--- config.mk ---
export PLATFORM = sky130hd
export DESIGN_NAME = decimal_string_to_u64_top
export DESIGN_NICKNAME = d
export VERILOG_FILES = /design/src/design/dsu_pkg.sv /design/src/design/dsu_front.sv /design/src/design/dsu_queue.sv /design/src/design/dsu_back.sv /design/src/design/decimal_string_to_u64_top.sv
export VERILOG_INCLUDE_DIRS = /design/src /design/src/design
export SDC_FILE = /design/constraint.sdc
export NUM_CORES = 1
export LEC_CHECK = 0
export BUFFER_PORTS_ARGS = -buffer_cell sky130_fd_sc_hd__buf_2
export CAP_MARGIN = 20
export CORE_MARGIN = 4
export CORE_UTILIZATION = 64
export CTS_BUF_LIST = sky130_fd_sc_hd__clkbuf_4
export CTS_CLUSTER_DIAMETER = 150
export DETAILED_ROUTE_END_ITERATION = 8
export PLACE_DENSITY = 0.94
export RECOVER_POWER = 50
export SLEW_MARGIN = 20
export SYNTH_ARGS = -nofsm -noshare
export SYNTH_HDL_FRONTEND = slang
export SYNTH_HIERARCHICAL = 1
export SYNTH_SLANG_ARGS = --single-unit
--- constraint.sdc ---
create_clock -name clk -period 11.6 [get_ports clk]
set_input_delay 0.58 -clock clk [delete_from_list [all_inputs] [get_ports clk]]
set_output_delay 0.58 -clock clk [all_outputs]
set_load 0.05 [all_outputs]
--- src/design/decimal_string_to_u64_top_assert.svh ---
// Assertion macros shared by the converter modules.
// Each macro takes a label, the clock, the active-low reset and two expressions.
`ifndef DECIMAL_STRING_TO_U64_TOP_ASSERT_SVH
`define DECIMAL_STRING_TO_U64_TOP_ASSERT_SVH

`ifndef SYNTHESIS

// The consequent must hold in the same cycle as the antecedent.
`define DSU_ASSERT_IMP(lbl, clk_s, rst_s, ante, cons) \
  lbl: assert property (@(posedge clk_s) disable iff (!(rst_s)) (ante) |-> (cons)) \
    else $error("assertion failed");

// The consequent must hold in the cycle after the antecedent.
`define DSU_ASSERT_NXT(lbl, clk_s, rst_s, ante, cons) \
  lbl: assert property (@(posedge clk_s) disable iff (!(rst_s)) (ante) |=> (cons)) \
    else $error("assertion failed");

`else

`define DSU_ASSERT_IMP(lbl, clk_s, rst_s, ante, cons)
`define DSU_ASSERT_NXT(lbl, clk_s, rst_s, ante, cons)

`endif

`endif

--- src/design/dsu_pkg.sv ---
package dsu_pkg;

  localparam int VALUE_W = 64;
  localparam int CH_W    = 8;
  localparam int DIGIT_W = 4;

  localparam logic [VALUE_W-1:0] ALL_ONES  = {VALUE_W{1'b1}};
  // Largest accumulator value that can still take a digit without wrapping.
  localparam logic [VALUE_W-1:0] TENTH_MAX = ALL_ONES / 10;
  localparam logic [DIGIT_W-1:0] LAST_DIGIT_AT_MAX = 4'd5;

  // Character codes.
  localparam logic [CH_W-1:0] CH_NUL   = 8'h00;
  localparam logic [CH_W-1:0] CH_TAB   = 8'h09;
  localparam logic [CH_W-1:0] CH_CR    = 8'h0D;
  localparam logic [CH_W-1:0] CH_SPACE = 8'h20;
  localparam logic [CH_W-1:0] CH_PLUS  = 8'h2B;
  localparam logic [CH_W-1:0] CH_MINUS = 8'h2D;
  localparam logic [CH_W-1:0] CH_ZERO  = 8'h30;
  localparam logic [CH_W-1:0] CH_NINE  = 8'h39;

  // Queue between the front and the back part.
  localparam int QDEPTH = 2;
  localparam int QPTR_W = $clog2(QDEPTH);
  localparam int QCNT_W = $clog2(QDEPTH + 1);

  // Character class as decided by the front part.
  typedef enum logic [2:0] {
    CLS_WS,
    CLS_PLUS,
    CLS_MINUS,
    CLS_DIGIT,
    CLS_NUL,
    CLS_OTHER
  } cls_t;

  // One classified character on its way to the back part.
  typedef struct packed {
    logic               start;
    cls_t               cls;
    logic [DIGIT_W-1:0] digit;
  } q_entry_t;

endpackage

--- src/design/dsu_front.sv ---
module dsu_front (
  input  logic              clk,
  input  logic              rst_n,
  input  logic              in_valid,
  output logic              in_ready,
  input  logic              in_start_req,
  input  logic [7:0]        in_ch,
  output logic              push_o,
  output dsu_pkg::q_entry_t entry_o,
  input  logic              full_i
);
  import dsu_pkg::*;

  logic     vld_r;
  logic     vld_nxt;
  q_entry_t entry_r;
  q_entry_t entry_nxt;
  logic     in_acc;

  // Classify the incoming character.
  always_comb begin
    logic [CH_W-1:0] diff;
    diff = in_ch - CH_ZERO;
    entry_nxt.start = in_start_req;
    entry_nxt.digit = diff[DIGIT_W-1:0];
    priority if (in_ch == CH_NUL) begin
      entry_nxt.cls = CLS_NUL;
    end else if (in_ch == CH_SPACE || (in_ch >= CH_TAB && in_ch <= CH_CR)) begin
      entry_nxt.cls = CLS_WS;
    end else if (in_ch == CH_PLUS) begin
      entry_nxt.cls = CLS_PLUS;
    end else if (in_ch == CH_MINUS) begin
      entry_nxt.cls = CLS_MINUS;
    end else if (in_ch >= CH_ZERO && in_ch <= CH_NINE) begin
      entry_nxt.cls = CLS_DIGIT;
    end else begin
      entry_nxt.cls = CLS_OTHER;
    end
  end

  // The stage takes a request whenever it is empty or drains into the queue.
  assign in_ready = !vld_r || !full_i;
  assign in_acc   = in_valid && in_ready;
  assign push_o   = vld_r;
  assign entry_o  = entry_r;

  always_comb begin
    vld_nxt = vld_r;
    if (in_acc) begin
      vld_nxt = 1'b1;
    end else if (vld_r && !full_i) begin
      vld_nxt = 1'b0;
    end
  end

  always_ff @(posedge clk) begin
    if (!rst_n) begin
      vld_r <= 1'b0;
    end else begin
      vld_r <= vld_nxt;
    end
  end

  always_ff @(posedge clk) begin
    if (in_acc) begin
      entry_r <= entry_nxt;
    end
  end

endmodule

--- src/design/dsu_queue.sv ---
`include "decimal_string_to_u64_top_assert.svh"

module dsu_queue (
  input  logic              clk,
  input  logic              rst_n,
  input  logic              push_i,
  input  dsu_pkg::q_entry_t entry_i,
  output logic              full_o,
  output logic              valid_o,
  output dsu_pkg::q_entry_t entry_o,
  input  logic              pop_i
);
  import dsu_pkg::*;

  q_entry_t          mem_r [QDEPTH];
  logic [QPTR_W-1:0] wr_ptr_r;
  logic [QPTR_W-1:0] wr_ptr_nxt;
  logic [QPTR_W-1:0] rd_ptr_r;
  logic [QPTR_W-1:0] rd_ptr_nxt;
  logic [QCNT_W-1:0] count_r;
  logic [QCNT_W-1:0] count_nxt;
  logic              do_push;
  logic              do_pop;

  assign full_o  = (count_r == QCNT_W'(QDEPTH));
  assign valid_o = (count_r != '0);
  assign entry_o = mem_r[rd_ptr_r];
  assign do_push = push_i && !full_o;
  assign do_pop  = pop_i && valid_o;

  // Pointer and fill count update.
  always_comb begin
    wr_ptr_nxt = wr_ptr_r;
    rd_ptr_nxt = rd_ptr_r;
    count_nxt  = count_r;
    if (do_push) begin
      wr_ptr_nxt = (wr_ptr_r == QPTR_W'(QDEPTH - 1)) ? '0 : wr_ptr_r + 1'b1;
    end
    if (do_pop) begin
      rd_ptr_nxt = (rd_ptr_r == QPTR_W'(QDEPTH - 1)) ? '0 : rd_ptr_r + 1'b1;
    end
    if (do_push && !do_pop) begin
      count_nxt = count_r + 1'b1;
    end else if (do_pop && !do_push) begin
      count_nxt = count_r - 1'b1;
    end
  end

  always_ff @(posedge clk) begin
    if (!rst_n) begin
      wr_ptr_r <= '0;
      rd_ptr_r <= '0;
      count_r  <= '0;
    end else begin
      wr_ptr_r <= wr_ptr_nxt;
      rd_ptr_r <= rd_ptr_nxt;
      count_r  <= count_nxt;
    end
  end

  always_ff @(posedge clk) begin
    if (do_push) begin
      mem_r[wr_ptr_r] <= entry_i;
    end
  end

  // The fill count never passes the depth, and read and write pointers agree with it.
  `DSU_ASSERT_IMP(a_q_count_bound, clk, rst_n, 1'b1, count_r <= QCNT_W'(QDEPTH))
  `DSU_ASSERT_IMP(a_q_ptr_match, clk, rst_n, count_r == '0 || full_o, wr_ptr_r == rd_ptr_r)
  `DSU_ASSERT_NXT(a_q_push_seen, clk, rst_n, do_push && !do_pop, valid_o)

endmodule

--- src/design/dsu_back.sv ---
`include "decimal_string_to_u64_top_assert.svh"

module dsu_back #(
  parameter int OFFSET_BITS = 16
) (
  input  logic                   clk,
  input  logic                   rst_n,
  input  logic                   q_valid_i,
  input  dsu_pkg::q_entry_t      q_entry_i,
  output logic                   q_pop_o,
  output logic                   out_valid,
  input  logic                   out_ready,
  output logic [63:0]            out_value,
  output logic [OFFSET_BITS-1:0] out_end_offset,
  output logic                   out_overflow,
  output logic                   out_digits_seen
);
  import dsu_pkg::*;

  typedef enum logic [1:0] {
    PH_IDLE,
    PH_LEAD,
    PH_BODY
  } phase_t;

  phase_t                 phase_r;
  phase_t                 phase_nxt;
  logic [VALUE_W-1:0]     acc_r;
  logic [VALUE_W-1:0]     acc_nxt;
  logic                   neg_r;
  logic                   neg_nxt;
  logic                   ovf_r;
  logic                   ovf_nxt;
  logic                   dig_r;
  logic                   dig_nxt;
  logic [OFFSET_BITS-1:0] pos_r;
  logic [OFFSET_BITS-1:0] pos_nxt;

  logic                   out_valid_r;
  logic [VALUE_W-1:0]     out_value_r;
  logic [OFFSET_BITS-1:0] out_end_offset_r;
  logic                   out_overflow_r;
  logic                   out_digits_seen_r;

  logic                   emit;
  logic [VALUE_W-1:0]     res_value;
  logic [OFFSET_BITS-1:0] res_offset;

  // An entry is taken whenever the output register can hold a possible result.
  assign q_pop_o = q_valid_i && (!out_valid_r || out_ready);

  // Conversion step for one character.
  always_comb begin
    phase_t                 ph;
    logic [VALUE_W-1:0]     acc;
    logic                   neg;
    logic                   ovf;
    logic                   dig;
    logic [OFFSET_BITS-1:0] pos;
    logic [VALUE_W-1:0]     times_ten;
    logic                   step;

    ph  = q_entry_i.start ? PH_LEAD : phase_r;
    acc = q_entry_i.start ? '0 : acc_r;
    neg = q_entry_i.start ? 1'b0 : neg_r;
    ovf = q_entry_i.start ? 1'b0 : ovf_r;
    dig = q_entry_i.start ? 1'b0 : dig_r;
    pos = q_entry_i.start ? '0 : pos_r;

    // Multiply by ten as a shift-add, plus the new digit.
    times_ten = {acc[VALUE_W-4:0], 3'b000} + {acc[VALUE_W-2:0], 1'b0}
              + {{(VALUE_W-DIGIT_W){1'b0}}, q_entry_i.digit};

    phase_nxt = phase_r;
    acc_nxt   = acc_r;
    neg_nxt   = neg_r;
    ovf_nxt   = ovf_r;
    dig_nxt   = dig_r;
    pos_nxt   = pos_r;
    emit      = 1'b0;
    step      = 1'b0;

    if (q_pop_o) begin
      phase_nxt = ph;
      acc_nxt   = acc;
      neg_nxt   = neg;
      ovf_nxt   = ovf;
      dig_nxt   = dig;
      pos_nxt   = pos;
      if (ph != PH_IDLE) begin
        priority if (q_entry_i.cls == CLS_NUL) begin
          emit = 1'b1;
        end else if (ph == PH_LEAD && q_entry_i.cls == CLS_WS) begin
          step = 1'b1;
        end else if (ph == PH_LEAD && q_entry_i.cls == CLS_PLUS) begin
          phase_nxt = PH_BODY;
          step      = 1'b1;
        end else if (ph == PH_LEAD && q_entry_i.cls == CLS_MINUS) begin
          neg_nxt   = 1'b1;
          phase_nxt = PH_BODY;
          step      = 1'b1;
        end else if (q_entry_i.cls == CLS_DIGIT) begin
          if (acc < TENTH_MAX ||
              (acc == TENTH_MAX && q_entry_i.digit <= LAST_DIGIT_AT_MAX)) begin
            acc_nxt = times_ten;
          end else begin
            acc_nxt = ALL_ONES;
            ovf_nxt = 1'b1;
          end
          dig_nxt   = 1'b1;
          phase_nxt = PH_BODY;
          step      = 1'b1;
        end else begin
          emit = 1'b1;
        end
        if (emit) begin
          phase_nxt = PH_IDLE;
        end
        // Position saturates at its largest value.
        if (step && pos != {OFFSET_BITS{1'b1}}) begin
          pos_nxt = pos + 1'b1;
        end
      end
    end

    // Result fields as they stand when the string ends.
    if (ovf) begin
      res_value = ALL_ONES;
    end else if (neg) begin
      res_value = '0 - acc;
    end else begin
      res_value = acc;
    end
    res_offset = dig ? pos : '0;
  end

  always_ff @(posedge clk) begin
    if (!rst_n) begin
      phase_r     <= PH_IDLE;
      acc_r       <= '0;
      neg_r       <= 1'b0;
      ovf_r       <= 1'b0;
      dig_r       <= 1'b0;
      pos_r       <= '0;
      out_valid_r <= 1'b0;
    end else begin
      phase_r <= phase_nxt;
      acc_r   <= acc_nxt;
      neg_r   <= neg_nxt;
      ovf_r   <= ovf_nxt;
      dig_r   <= dig_nxt;
      pos_r   <= pos_nxt;
      if (emit) begin
        out_valid_r       <= 1'b1;
        out_value_r       <= res_value;
        out_end_offset_r  <= res_offset;
        out_overflow_r    <= ovf_nxt;
        out_digits_seen_r <= dig_nxt;
      end else if (out_ready) begin
        out_valid_r <= 1'b0;
      end
    end
  end

  assign out_valid       = out_valid_r;
  assign out_value       = out_value_r;
  assign out_end_offset  = out_end_offset_r;
  assign out_overflow    = out_overflow_r;
  assign out_digits_seen = out_digits_seen_r;

  // Saturation and result consistency.
  `DSU_ASSERT_IMP(a_acc_saturated, clk, rst_n, ovf_r, acc_r == ALL_ONES)
  `DSU_ASSERT_IMP(a_ovf_value, clk, rst_n, out_valid_r && out_overflow_r,
    out_value_r == ALL_ONES && out_digits_seen_r)
  `DSU_ASSERT_IMP(a_no_digit_result, clk, rst_n, out_valid_r && !out_digits_seen_r,
    out_value_r == '0 && out_end_offset_r == '0 && !out_overflow_r)
  `DSU_ASSERT_NXT(a_idle_after_emit, clk, rst_n, emit, phase_r == PH_IDLE && out_valid_r)

endmodule

--- src/design/decimal_string_to_u64_top.sv ---
// Streaming base-10 text to unsigned 64-bit converter, strtoull style. One
// character is taken per request; a request with in_start_req set begins a new
// string at offset 0. Leading whitespace (codes 9 to 13 and space) is skipped,
// one optional sign is taken, then digits are accumulated with saturation at
// all ones. A NUL or the first rejected character ends the string with one
// result (value, end offset, overflow and digits-seen flags); later characters
// are ignored until the next start. The block takes one character every cycle
// and sustains that rate as long as results are taken; each character is
// registered in the front register, then in the two-entry queue, from which
// the conversion step loads the result into the output register. The conversion
// step does one multiply-by-ten shift-add per cycle while the output register
// can take a result. OFFSET_BITS sets the width of the end offset, which
// saturates at its largest value.
module decimal_string_to_u64_top #(
  parameter int OFFSET_BITS = 16
) (
  input  logic                   clk,
  input  logic                   rst_n,
  input  logic                   in_valid,
  output logic                   in_ready,
  input  logic                   in_start_req,
  input  logic [7:0]             in_ch,
  output logic                   out_valid,
  input  logic                   out_ready,
  output logic [63:0]            out_value,
  output logic [OFFSET_BITS-1:0] out_end_offset,
  output logic                   out_overflow,
  output logic                   out_digits_seen
);
  import dsu_pkg::*;

  logic     push;
  q_entry_t front_entry;
  logic     q_full;
  logic     q_valid;
  q_entry_t q_entry;
  logic     q_pop;

  // Front part: accept and classify characters.
  dsu_front u_front (
    .clk          (clk),
    .rst_n        (rst_n),
    .in_valid     (in_valid),
    .in_ready     (in_ready),
    .in_start_req (in_start_req),
    .in_ch        (in_ch),
    .push_o       (push),
    .entry_o      (front_entry),
    .full_i       (q_full)
  );

  // Short queue that decouples the two parts.
  dsu_queue u_queue (
    .clk     (clk),
    .rst_n   (rst_n),
    .push_i  (push),
    .entry_i (front_entry),
    .full_o  (q_full),
    .valid_o (q_valid),
    .entry_o (q_entry),
    .pop_i   (q_pop)
  );

  // Back part: conversion state and result register.
  dsu_back #(
    .OFFSET_BITS (OFFSET_BITS)
  ) u_back (
    .clk             (clk),
    .rst_n           (rst_n),
    .q_valid_i       (q_valid),
    .q_entry_i       (q_entry),
    .q_pop_o         (q_pop),
    .out_valid       (out_valid),
    .out_ready       (out_ready),
    .out_value       (out_value),
    .out_end_offset  (out_end_offset),
    .out_overflow    (out_overflow),
    .out_digits_seen (out_digits_seen)
  );

endmodule

== Word level (Yosys, flattened, before mapping) ==
Memory sizes are Yosys's and may differ from the RTL's. A register that Yosys moved wholly into a read port is not among the register bits.
Index checks and enable logic that the tools add are counted.

* Bits in registers: 181
* Bits in writable memories: 16
* Output and inout bits: 84
* Word-level logic and storage cells: 154
* Memories: 1

{| class="wikitable"
|+ Memories
! memory !! words !! bits a word !! read ports !! clocked after memory_dff !! wr ports !! RTL line !! RTL
|-
| u_queue.mem_r || 2 || 8 || 1 || 1 || 1 || dsu_queue.sv:15 || <nowiki>q_entry_t mem_r [QDEPTH];</nowiki>
|}

* Add/sub/neg operators: 9
* Magnitude comparators: 6
* Eq/ne operators: 11
* Multiplexer cells: 75
* Reductions and logical operators: 32

{| class="wikitable"
|+ Operator list
! operator !! number
|-
| 64-bit 2-to-1 mux || 9
|-
| 64-bit by 4-bit adder with 64-bit output || 1
|-
| 64-bit adder || 1
|-
| 64-bit by 61-bit equality test with 1-bit output (second input constant) || 1
|-
| 64-bit by 61-bit < comparator with 1-bit output (second input constant) || 1
|-
| 1-bit by 64-bit subtractor with 64-bit output (first input constant) || 1
|-
| 1-bit 2-to-1 mux || 49
|-
| 16-bit 2-to-1 mux || 3
|-
| 8-bit by 6-bit equality test with 1-bit output (second input constant) || 3
|-
| 2-bit 2-to-1 mux || 10
|-
| 16-bit by 1-bit adder with 16-bit output (second input constant) || 1
|-
| 16-bit inequality test (second input constant) || 1
|-
| 1-bit logical AND || 13
|-
| 3-bit 2-to-1 mux || 4
|-
| 2-bit nonzero test || 5
|-
| 8-bit by 4-bit >= comparator with 1-bit output (second input constant) || 1
|-
| 8-bit by 6-bit >= comparator with 1-bit output (second input constant) || 1
|-
| 8-bit by 4-bit <= comparator with 1-bit output (second input constant) || 1
|-
| 8-bit by 6-bit <= comparator with 1-bit output (second input constant) || 1
|-
| 8-bit logical NOT || 1
|-
| 3-bit by 2-bit equality test with 1-bit output (second input constant) || 2
|-
| 1-bit logical NOT || 5
|-
| 4-bit by 3-bit <= comparator with 1-bit output (second input constant) || 1
|-
| 1-bit logical OR || 4
|-
| other kinds (12) || 13
|}

== Logic depth before layout (Yosys ltp) ==
Gate-level depths: netlist of the first run.

* Word-level depth: 12
* Mapped depth: 23

== Modules after synthesis ==
Netlist of the first run, hierarchy kept.

{| class="wikitable"
|+ By module, submodules not included
! module !! instances !! cells an instance !! area an instance (um2) !! seq. area each (um2)
|-
| dsu_back || 1 || 1,588 || 13,116.3 || 4,184.0
|-
| dsu_queue || 1 || 51 || 805.8 || 580.6
|-
| dsu_front || 1 || 32 || 404.1 || 260.2
|}

== Least setup slack after synthesis of the first run ==
OpenSTA, ideal clock, no wires.

* Path type: register to register
* Start point: reg with a tool-made name
* End point: reg u_back.out_valid_r (netlist: u_back/out_valid)
* Data arrival time: 10.102 ns
* Required time: 11.480 ns
* Slack: 1.379 ns
* Stages on the path, launching flop included: 10
* Path through: dfxtp_1 -> buf_2 -> mux2_2 -> clkbuf_1 -> clkbuf_1 -> or3_1 -> nand2_1 -> clkbuf_1 -> nor4_1 -> o21bai_1

{| class="wikitable"
|+ RTL lines
! element !! RTL line !! RTL
|-
| to (signal assigned) || dsu_back.sv:145 || <nowiki>out_valid_r <= 1'b0;</nowiki>
|-
| to (signal assigned) || dsu_back.sv:154 || <nowiki>out_valid_r <= 1'b1;</nowiki>
|-
| to (signal assigned) || dsu_back.sv:160 || <nowiki>out_valid_r <= 1'b0;</nowiki>
|-
| to (decl) || dsu_back.sv:39 || <nowiki>logic out_valid_r;</nowiki>
|}

==> flow_metrics.env, run 1 <==
export IMPL_post_route_drc_count=0
export IMPL_clock_tree_from_tritoncts="done"
export IMPL_netlist_area_sq_mm=0.0143
export IMPL_critical_path_n_buffers_inverters=4
export IMPL_filler_cell_count=1770
export IMPL_synth_sequential_area_ratio_pct=35.1
export IMPL_hold_buffers=0
export IMPL_hold_viol=0
export IMPL_hold_path_startpoint="in_start_req"
export IMPL_wirelength_met1_um=16400
export IMPL_number_of_pins_with_negative_max_slew_slack_in_the_final_report=125
export IMPL_num_vias=13373
export IMPL_place_ws_ns=5.38
export IMPL_yosys_most_used_dff="sky130_fd_sc_hd__edfxtp_1"
export IMPL_nNetsFinal=1839
export IMPL_share_of_flip_flops_with_an_asynchronous_set_or_reset_after_synthesis_pct=0
export IMPL_crit_reg2reg_capture="u_back/acc_r[42]"
export IMPL_worstSkewPairLatency_ns=0.65
export IMPL_max_vdd_ir_drop_uv=96.7
export IMPL_hold_path_class="in2reg"
export IMPL_final_clock_period_utilization_by_the_worst_path_pct=68.5
export IMPL_max_slew_margin_rel_pct=-97.6
export IMPL_worst_r2r_setup_slack_ns=3.65
export IMPL_die_height_um=158
export IMPL_critical_path_cell_chain="mux2_1 -> buf_4 -> inv_1 -> nand2_1 -> inv_1 -> ha_1 -> ha_1 -> inv_1 -> fa_1 -> nor2b_1 -> o21bai_1 -> a211oi_1 -> o311a_1 -> a41o_1 -> a211oi_2 -> o21ai_1 -> a21oi_1 -> nor3_1 -> a2111oi_0"
export IMPL_timing_critical_path_mode_cell="sky130_fd_sc_hd__inv_1"
export IMPL_power_leakage_nw=6.07
export IMPL_setup_ws_ns=3.65
export IMPL_coreArea_sq_mm=0.0219
export IMPL_cp_top_family="compound AO/OA/AOI/OAI gates"
export IMPL_fin_hold_ws_ns=0.105
export IMPL_setup_violations_final=0
export IMPL_routability_congestion_estimate_from_global_placement=1.00
export IMPL_depth_of_the_worst_register_to_register_path=19
export IMPL_yosys_warnings=6
export IMPL_grt_setup_unrepaired="false"
export IMPL_dr_max_layer_used="met4"
export IMPL_area_sequential_sq_mm=0.00503
export IMPL_timing_critical_path_arrival_ns=8.46
export IMPL_timing_hold_worst_endpoint="u_front/entry_o[7]"
export IMPL_worstSetupPathType="reg2reg"
export IMPL_cts_made_buffers=17
export IMPL_area_grow_syn2layout_pct=5.00
export IMPL_multi_input_gate_area_sq_mm=0.00881
export IMPL_met2WireLength_um=18700
export IMPL_grt_max_degree=92
export IMPL_period_minus_slack_ns=7.95
export IMPL_critPathCaptureType="flop"
export IMPL_route_detailed_wl_per_inst_um=20.5
export IMPL_global_route_overflow_total=0
export IMPL_initial_utilization_pct=65.4
export IMPL_total_die_area_sq_mm=0.0248
export IMPL_synth_cell_types=76
export IMPL_antenna_left=0
export IMPL_io_pins=97
export IMPL_place_detailed_hpwl_um=29700
export IMPL_grt_pass1_vias=12673
export IMPL_flops_latches_synth=198
export IMPL_mappedNetlistNets=1811
export IMPL_post_cts_clock_slew_at_the_launch_and_capture_registers_of_the_worst_setup_and_hold_paths_ns=0.18
export IMPL_path_max_fanout=91
export IMPL_critPathRequiredTime_ns=12.12
export IMPL_cts_htree_levels=4
export IMPL_start_kind="flop"
export IMPL_detail_route_iter0_violations=1661
export IMPL_groute_usage_overall_pct=32.5
export IMPL_max_slew_worst_pin_slew_ns=2.96
export IMPL_drtPass1Iterations=8
export IMPL_grt_pass1_wl_um=65000
export IMPL_fmax_mhz=126
export IMPL_drive_above_1_share_pct=5.26
export IMPL_root_buffer="sky130_fd_sc_hd__clkbuf_4"
export IMPL_routed_wirelength_um=40900
export IMPL_die_x_um=158
export IMPL_gate_count_post_synth=1671
export IMPL_max_stage_delay_ns=2.22
export IMPL_violations="capacitance limit, slew limit"
export IMPL_clock_skew_ns=0.0255
export IMPL_timing_critical_path_slowest_stage_cell="sky130_fd_sc_hd__mux2_1"
export IMPL_postLayoutCoreUtil_pct=68.7
export IMPL_whs_path_depth=1
export IMPL_post_synth_cell_area_avg_sq_um=8.57
export IMPL_power_density_over_the_cells_mw_per_mm2=126
export IMPL_post_cts_resized_instances=0
export IMPL_maxCapViolCount=2
export IMPL_cts_setup_buffers=0
export IMPL_routed_wl_met3_um=4130
export IMPL_rows=54
export IMPL_run_status="complete, but fails checks"
export IMPL_ctsLongestPathBuffers=2
export IMPL_port_buffer_count=96
export IMPL_count_of_flip_flops_with_a_built_in_enable_after_synthesis=106
export IMPL_fin_setup_tns_ns=0
export IMPL_grt_antenna_before_repair=1
export IMPL_clock_sinks=198
export IMPL_drt_vias_per_instance=6.71
==> synthesized netlist by cell type, types with 14 or more instances <==
master	instances	area share, %
sky130_fd_sc_hd__clkbuf_1	87	2.3
sky130_fd_sc_hd__nor3_1	19	0.66
sky130_fd_sc_hd__nor2_1	126	3.3
sky130_fd_sc_hd__xor2_1	79	4.8
sky130_fd_sc_hd__edfxtp_1	106	22
sky130_fd_sc_hd__a21oi_1	200	7.0
sky130_fd_sc_hd__o221ai_1	14	0.86
sky130_fd_sc_hd__and2_1	23	1.0
sky130_fd_sc_hd__ha_1	126	11
sky130_fd_sc_hd__xnor2_1	46	2.8
sky130_fd_sc_hd__inv_1	34	0.89
sky130_fd_sc_hd__dfxtp_1	92	13
sky130_fd_sc_hd__nand2_1	169	4.4
sky130_fd_sc_hd__o22ai_1	14	0.61
sky130_fd_sc_hd__nand2b_1	15	0.66
sky130_fd_sc_hd__o21ai_0	102	3.6
sky130_fd_sc_hd__nor4_1	22	0.96
sky130_fd_sc_hd__a21o_1	34	1.8
sky130_fd_sc_hd__or3_1	16	0.70
sky130_fd_sc_hd__nand4_1	23	1.0
sky130_fd_sc_hd__nor2b_1	69	3.0
sky130_fd_sc_hd__nand3_1	32	1.1
sky130_fd_sc_hd__a31oi_1	21	0.92
==> through the flow <==
stage | area (sq um) | instances | power [mW]
after floorplan | 14300 | 1671 | 1.36
after global placement | 14900 | 1960 | 1.52
after detailed placement | 14900 | 1960 | 1.54
after CTS | 15200 | 1992 | 1.90
after global routing | 15000 | 1993 | 1.98
final | 15000 | 1993 | 1.90
==> power breakdown <==
part / switching [mW] / leakage [nW] / internal [mW] / total, mW
clock network: 0.272 / 0.152 / 0.102 / 0.374
logic: 0.519 / 4.18 / 0.156 / 0.675
registers: 0.0448 / 1.74 / 0.809 / 0.854
total: 0.836 / 6.07 / 1.07 / 1.90
==> metal layers <==
metal / up-vias / track usage, %
met5: - / 0
met4: 0 / 14.4
met3: 149 / 5.52
met2: 823 / 52.3
met1: 6223 / 43.4
li1: 6178 / -
==> cell usage in the layout (no fill, tap or decap), types with 9 or more instances in the layout <==
cell / synthesis / final
sky130_fd_sc_hd__a211oi_1: 9 / 9
sky130_fd_sc_hd__a21o_1: 34 / 34
sky130_fd_sc_hd__a21oi_1: 200 / 200
sky130_fd_sc_hd__a31oi_1: 21 / 21
sky130_fd_sc_hd__and2_0: 0 / 14
sky130_fd_sc_hd__and2_1: 23 / 9
sky130_fd_sc_hd__buf_4: 0 / 9
sky130_fd_sc_hd__clkbuf_1: 87 / 90
sky130_fd_sc_hd__clkbuf_4: 0 / 19
sky130_fd_sc_hd__dfxtp_1: 92 / 91
sky130_fd_sc_hd__edfxtp_1: 106 / 106
sky130_fd_sc_hd__ha_1: 126 / 126
sky130_fd_sc_hd__inv_1: 34 / 32
sky130_fd_sc_hd__mux2_2: 10 / 9
sky130_fd_sc_hd__nand2_1: 169 / 169
sky130_fd_sc_hd__nand2b_1: 15 / 15
sky130_fd_sc_hd__nand3_1: 32 / 32
sky130_fd_sc_hd__nand4_1: 23 / 23
sky130_fd_sc_hd__nor2_1: 126 / 124
sky130_fd_sc_hd__nor2b_1: 69 / 69
sky130_fd_sc_hd__nor3_1: 19 / 20
sky130_fd_sc_hd__nor4_1: 22 / 21
sky130_fd_sc_hd__o211ai_1: 11 / 11
sky130_fd_sc_hd__o21a_1: 12 / 12
sky130_fd_sc_hd__o21ai_0: 102 / 101
sky130_fd_sc_hd__o21bai_1: 10 / 10
sky130_fd_sc_hd__o221ai_1: 14 / 14
sky130_fd_sc_hd__o22ai_1: 14 / 14
sky130_fd_sc_hd__o31ai_1: 13 / 13
sky130_fd_sc_hd__or2_2: 10 / 10
sky130_fd_sc_hd__or3_1: 16 / 16
sky130_fd_sc_hd__xnor2_1: 46 / 46
sky130_fd_sc_hd__xor2_1: 79 / 79
==> worst register-to-register path: stages (launching register included) <==
cell and delay (ns):
sky130_fd_sc_hd__dfxtp_1 0.60, sky130_fd_sc_hd__mux2_1 2.22, sky130_fd_sc_hd__buf_4 0.90, sky130_fd_sc_hd__inv_1 0.42, sky130_fd_sc_hd__nand2_1 0.21, sky130_fd_sc_hd__inv_1 0.08, sky130_fd_sc_hd__ha_1 0.28, sky130_fd_sc_hd__ha_1 0.22
sky130_fd_sc_hd__inv_1 0.07, sky130_fd_sc_hd__fa_1 0.20, sky130_fd_sc_hd__nor2b_1 0.07, sky130_fd_sc_hd__o21bai_1 0.21, sky130_fd_sc_hd__a211oi_1 0.14, sky130_fd_sc_hd__o311a_1 0.35, sky130_fd_sc_hd__a41o_1 0.29, sky130_fd_sc_hd__a211oi_2 0.51
sky130_fd_sc_hd__o21ai_1 0.32, sky130_fd_sc_hd__a21oi_1 0.25, sky130_fd_sc_hd__nor3_1 0.07, sky130_fd_sc_hd__a2111oi_0 0.37
==> registers in the layout, summed over array words and instances (netlist names), 2 cells and up, named ones only <==
signal and count:
u_back/acc_r 64, u_back/out_end_offset 16, u_back/out_value 64, u_back/phase_r 2, u_back/pos_r 16, u_front/entry_o 8
u_queue/count_r 2, u_queue/mem_r 16
==> how the worst max path moves through the flow <==
stage / depth (start not counted) / endpoint / slack (ns) / start
after floorplan: 9 / u_back/out_valid / 1.38 / flop
after global placement: 17 / u_back/acc_r[63] / 5.53 / flop
after detailed placement: 19 / u_back/acc_r[42] / 5.38 / flop
after CTS: 17 / u_back/acc_r[63] / 5.31 / flop
after global routing: 19 / u_back/acc_r[42] / 3.06 / flop
final: 19 / u_back/acc_r[42] / 3.65 / flop
==> cell families (layout without fill, tap and decap cells) <==
| family | count (synthesis) | in the layout | synth area share (%) |
|---|---|---|---|
| and+or+nand+nor | 570 | 570 | 20.1 |
| adders and majority gates | 127 | 127 | 11.1 |
| xor gates and xnor gates | 125 | 125 | 7.64 |
| AOI/OAI and AO/OA | 508 | 508 | 21.8 |
| muxes | 11 | 11 | 0.856 |
| buffers and inverters | 132 | 173 | 3.47 |
| other | 0 | 1 | 0 |
| DFF | 198 | 198 | 35.1 |
==> cell type report <==
class | count | area share, %
Inverter | 34 | 0.848
Sequential cell | 198 | 33.4
Tap cell | 280 | 2.33
Antenna cell | 1 | 0.0166
Clock buffer | 19 | 0.948
Timing Repair Buffer | 107 | 2.96
Multi-Input combinational cell | 1341 | 58.6
Clock inverter | 13 | 0.890
(Power assumes the default switching activity.)
==> inputs of run 2 (changes only) <==
- ABC_AREA: not set -> 1
- PLACE_DENSITY: 0.94 -> 0.93
- clock period: 11.6 -> 7.7 ns (I/O delays scaled with it)
==> run 2 against run 1 <==
Effect of this change: the run still ends with capacitance limit, slew limit left; non-clock buffer count rose by 5; worst setup slack worse by 1.9 ns; global-route usage is 8.2 points higher; largest power group is now combinational logic; sequential cell count unchanged; critical endpoint is now u_back/acc_r[39]; clock power up 60%; synthesized cell count grew 53%; clock-buffer cell count down 2; power increased by 130%; sequential power rose by 64%; fmax is 33% higher; utilization grew 0.53 points.
==> flow_metrics.env, run 2 <==
export IMPL_num_vias=18510
export IMPL_coreArea_sq_mm=0.0254
export IMPL_clock_tree_from_tritoncts="done"
export IMPL_run_status="complete, but fails checks"
export IMPL_timing_critical_path_mode_cell="sky130_fd_sc_hd__nand2_1"
export IMPL_grt_setup_unrepaired="false"
export IMPL_rows=58
export IMPL_period_minus_slack_ns=5.97
export IMPL_initial_utilization_pct=65.5
export IMPL_place_detailed_hpwl_um=47800
export IMPL_cts_setup_buffers=0
export IMPL_area_grow_syn2layout_pct=5.66
export IMPL_yosys_top_cells_area="sky130_fd_sc_hd__edfxtp_1, sky130_fd_sc_hd__nand2_1, sky130_fd_sc_hd__dfxtp_1"
export IMPL_final_clock_period_utilization_by_the_worst_path_pct=77.5
export IMPL_count_of_flip_flops_with_a_built_in_enable_after_synthesis=106
export IMPL_drive_above_1_share_pct=3.45
export IMPL_clock_sinks=198
export IMPL_power_leakage_nw=8.53
export IMPL_max_stage_delay_ns=1.20
export IMPL_worstSetupPathType="reg2reg"
export IMPL_die_height_um=169
export IMPL_ys_top_cells_by_count="sky130_fd_sc_hd__nand2_1, sky130_fd_sc_hd__inv_1, sky130_fd_sc_hd__nor2_1, sky130_fd_sc_hd__a21oi_1, sky130_fd_sc_hd__o21ai_0"
export IMPL_timing_critical_path_slowest_stage_cell="sky130_fd_sc_hd__inv_1"
export IMPL_routability_congestion_estimate_from_global_placement=1.10
export IMPL_antenna_left=0
export IMPL_multi_input_gate_area_sq_mm=0.00990
export IMPL_cts_made_buffers=17
export IMPL_post_synth_cell_area_avg_sq_um=6.52
export IMPL_critPathRequiredTime_ns=8.17
export IMPL_synth_cell_types=50
export IMPL_path_max_fanout=42
export IMPL_synth_sequential_area_ratio_pct=30.2
export IMPL_io_pins=97
export IMPL_groute_usage_overall_pct=40.7
export IMPL_fmax_mhz=168
export IMPL_yosys_warnings=6
export IMPL_most_common_layout_cells="sky130_fd_sc_hd__nand2_1, sky130_fd_sc_hd__inv_1, sky130_fd_sc_hd__nor2_1"
export IMPL_critPathCaptureType="flop"
export IMPL_cts_htree_levels=4
export IMPL_max_vdd_ir_drop_uv=235
export IMPL_number_of_pins_with_negative_max_slew_slack_in_the_final_report=106
export IMPL_hold_viol=0
export IMPL_detail_route_iter0_violations=3714
export IMPL_route_detailed_wl_per_inst_um=20.5
export IMPL_total_die_area_sq_mm=0.0287
export IMPL_nNetsFinal=2763
export IMPL_routed_wirelength_um=60800
export IMPL_layout_commonest_cell="sky130_fd_sc_hd__nand2_1"
export IMPL_timing_critical_path_arrival_ns=6.44
export IMPL_die_x_um=169
export IMPL_yosys_top_cell_by_area="sky130_fd_sc_hd__edfxtp_1"
export IMPL_fin_total_pwr_mw=4.36
export IMPL_power_density_over_the_cells_mw_per_mm2=248
export IMPL_area_sequential_sq_mm=0.00502
export IMPL_netlist_area_sq_mm=0.0166
export IMPL_maxCapViolCount=2
export IMPL_yosysMostFrequentCell="sky130_fd_sc_hd__nand2_1"
export IMPL_clock_skew_ns=0.0509
export IMPL_global_route_overflow_total=0
export IMPL_drt_vias_per_instance=6.24
export IMPL_max_slew_margin_rel_pct=-94.0
export IMPL_root_buffer="sky130_fd_sc_hd__clkbuf_4"
export IMPL_flops_latches_synth=198
export IMPL_grt_max_degree=96
export IMPL_fin_setup_tns_ns=0
export IMPL_hold_path_class="in2reg"
export IMPL_ctsLongestPathBuffers=2
export IMPL_worstSkewPairLatency_ns=0.60
export IMPL_yosys_most_used_dff="sky130_fd_sc_hd__edfxtp_1"
export IMPL_mappedNetlistNets=2693
export IMPL_max_slew_worst_pin_slew_ns=2.91
export IMPL_grt_pass1_wl_um=91700
export IMPL_filler_cell_count=2300
export IMPL_critical_path_cell_chain="mux2_1 -> inv_1 -> nand2_1 -> xor2_1 -> inv_1 -> ha_1 -> o21bai_1 -> ha_1 -> nand2_1 -> nand3_1 -> nand2_1 -> nand2_1 -> nand3_1 -> nand3_1 -> a21oi_1 -> nor2_1 -> o21ai_0 -> a21oi_1"
export IMPL_share_of_flip_flops_with_an_asynchronous_set_or_reset_after_synthesis_pct=0
export IMPL_synthDominantCellAreaShare_pct=19.1
export IMPL_post_cts_clock_slew_at_the_launch_and_capture_registers_of_the_worst_setup_and_hold_paths_ns=0.20
export IMPL_setup_violations_final=0
export IMPL_port_buffer_count=96
export IMPL_start_kind="flop"
export IMPL_post_route_drc_count=0
export IMPL_drtPass1Iterations=8
export IMPL_violations="capacitance limit, slew limit"
export IMPL_grt_antenna_before_repair=1
export IMPL_gate_count_post_synth=2553
export IMPL_grt_pass1_vias=16696
==> run 2: final timing paths <==
kind / start / to / slack (ns) / depth (start not counted)
worst max-delay path: flop / u_back/acc_r[39] / 1.73 / 18
worst min-delay path: in_valid / u_front/push_o / 0.05 / 3
worst max register to register: flop / u_back/acc_r[39] / 1.73 / 18
worst min register to register: u_back/phase_r[1] / u_back/phase_r[1] / 0.48 / 2
==> run 2: cell type report <==
| type | instances | area share [%] |
|---|---|---|
| Timing Repair Buffer | 112 | 2.81 |
| Inverter | 384 | 8.20 |
| Antenna cell | 1 | 0.0142 |
| Sequential cell | 198 | 28.6 |
| Clock buffer | 17 | 0.726 |
| Tap cell | 330 | 2.35 |
| Clock inverter | 15 | 1.02 |
| Multi-Input combinational cell | 1910 | 56.3 |
==> run 2: cells by family (layout without fill, tap and decap cells) <==
kind of cell | count (synthesis) | after routing | share of synthesized area (%)
simple gates | 1249 | 1249 | 31.2
compound gates | 468 | 468 | 15.1
buf+inv | 445 | 528 | 10.3
flops | 198 | 198 | 30.2
fa+ha+maj | 127 | 127 | 9.59
xor+xnor | 57 | 57 | 3.00
mux | 9 | 9 | 0.609
other cells | 0 | 1 | 0
==> run 2: critical path, delay by kind of cell, from the launching register on <==
family	cells	cell delay (ns)
simple gates	8	1.63
mux	1	0.38
fa+ha+maj	2	0.55
compound gates	4	1.10
buf+inv	2	1.26
xor+xnor	1	0.28
flops	1	0.60
==> run 2: power breakdown <==
group	switching (mW)	total, mW	internal [mW]
combinational	1.79	2.36	0.570
sequential	0.104	1.40	1.30
clock	0.445	0.599	0.155
==> run 2: stage by stage <==
step	hold WS, ns	setup WS [ns]	utilization [%]	instances	instance area (sq um)
2_1_floorplan	0.421	2.29	-	2553	16600
3_3_place_gp	0.424	2.84	68.4	2929	17400
3_5_place_dp	0.437	2.74	68.4	2929	17400
4_1_cts	0.0130	2.70	69.8	2965	17700
5_1_grt	0.0222	1.53	69.2	2967	17600
6_report	0.0550	1.73	69.2	2967	17600
==> run 2: what timing repair did <==
action	4_1_cts	5_1_grt
resized for setup	0	0
hold buffers	4	1
hold endpoints to repair	4	1
==> run 2: per-layer routing <==
layer	track usage (%)	routed length, um
met1	58.7	23800
met2	59.9	24700
met3	8.62	9130
met4	16.0	3120
met5	0	0
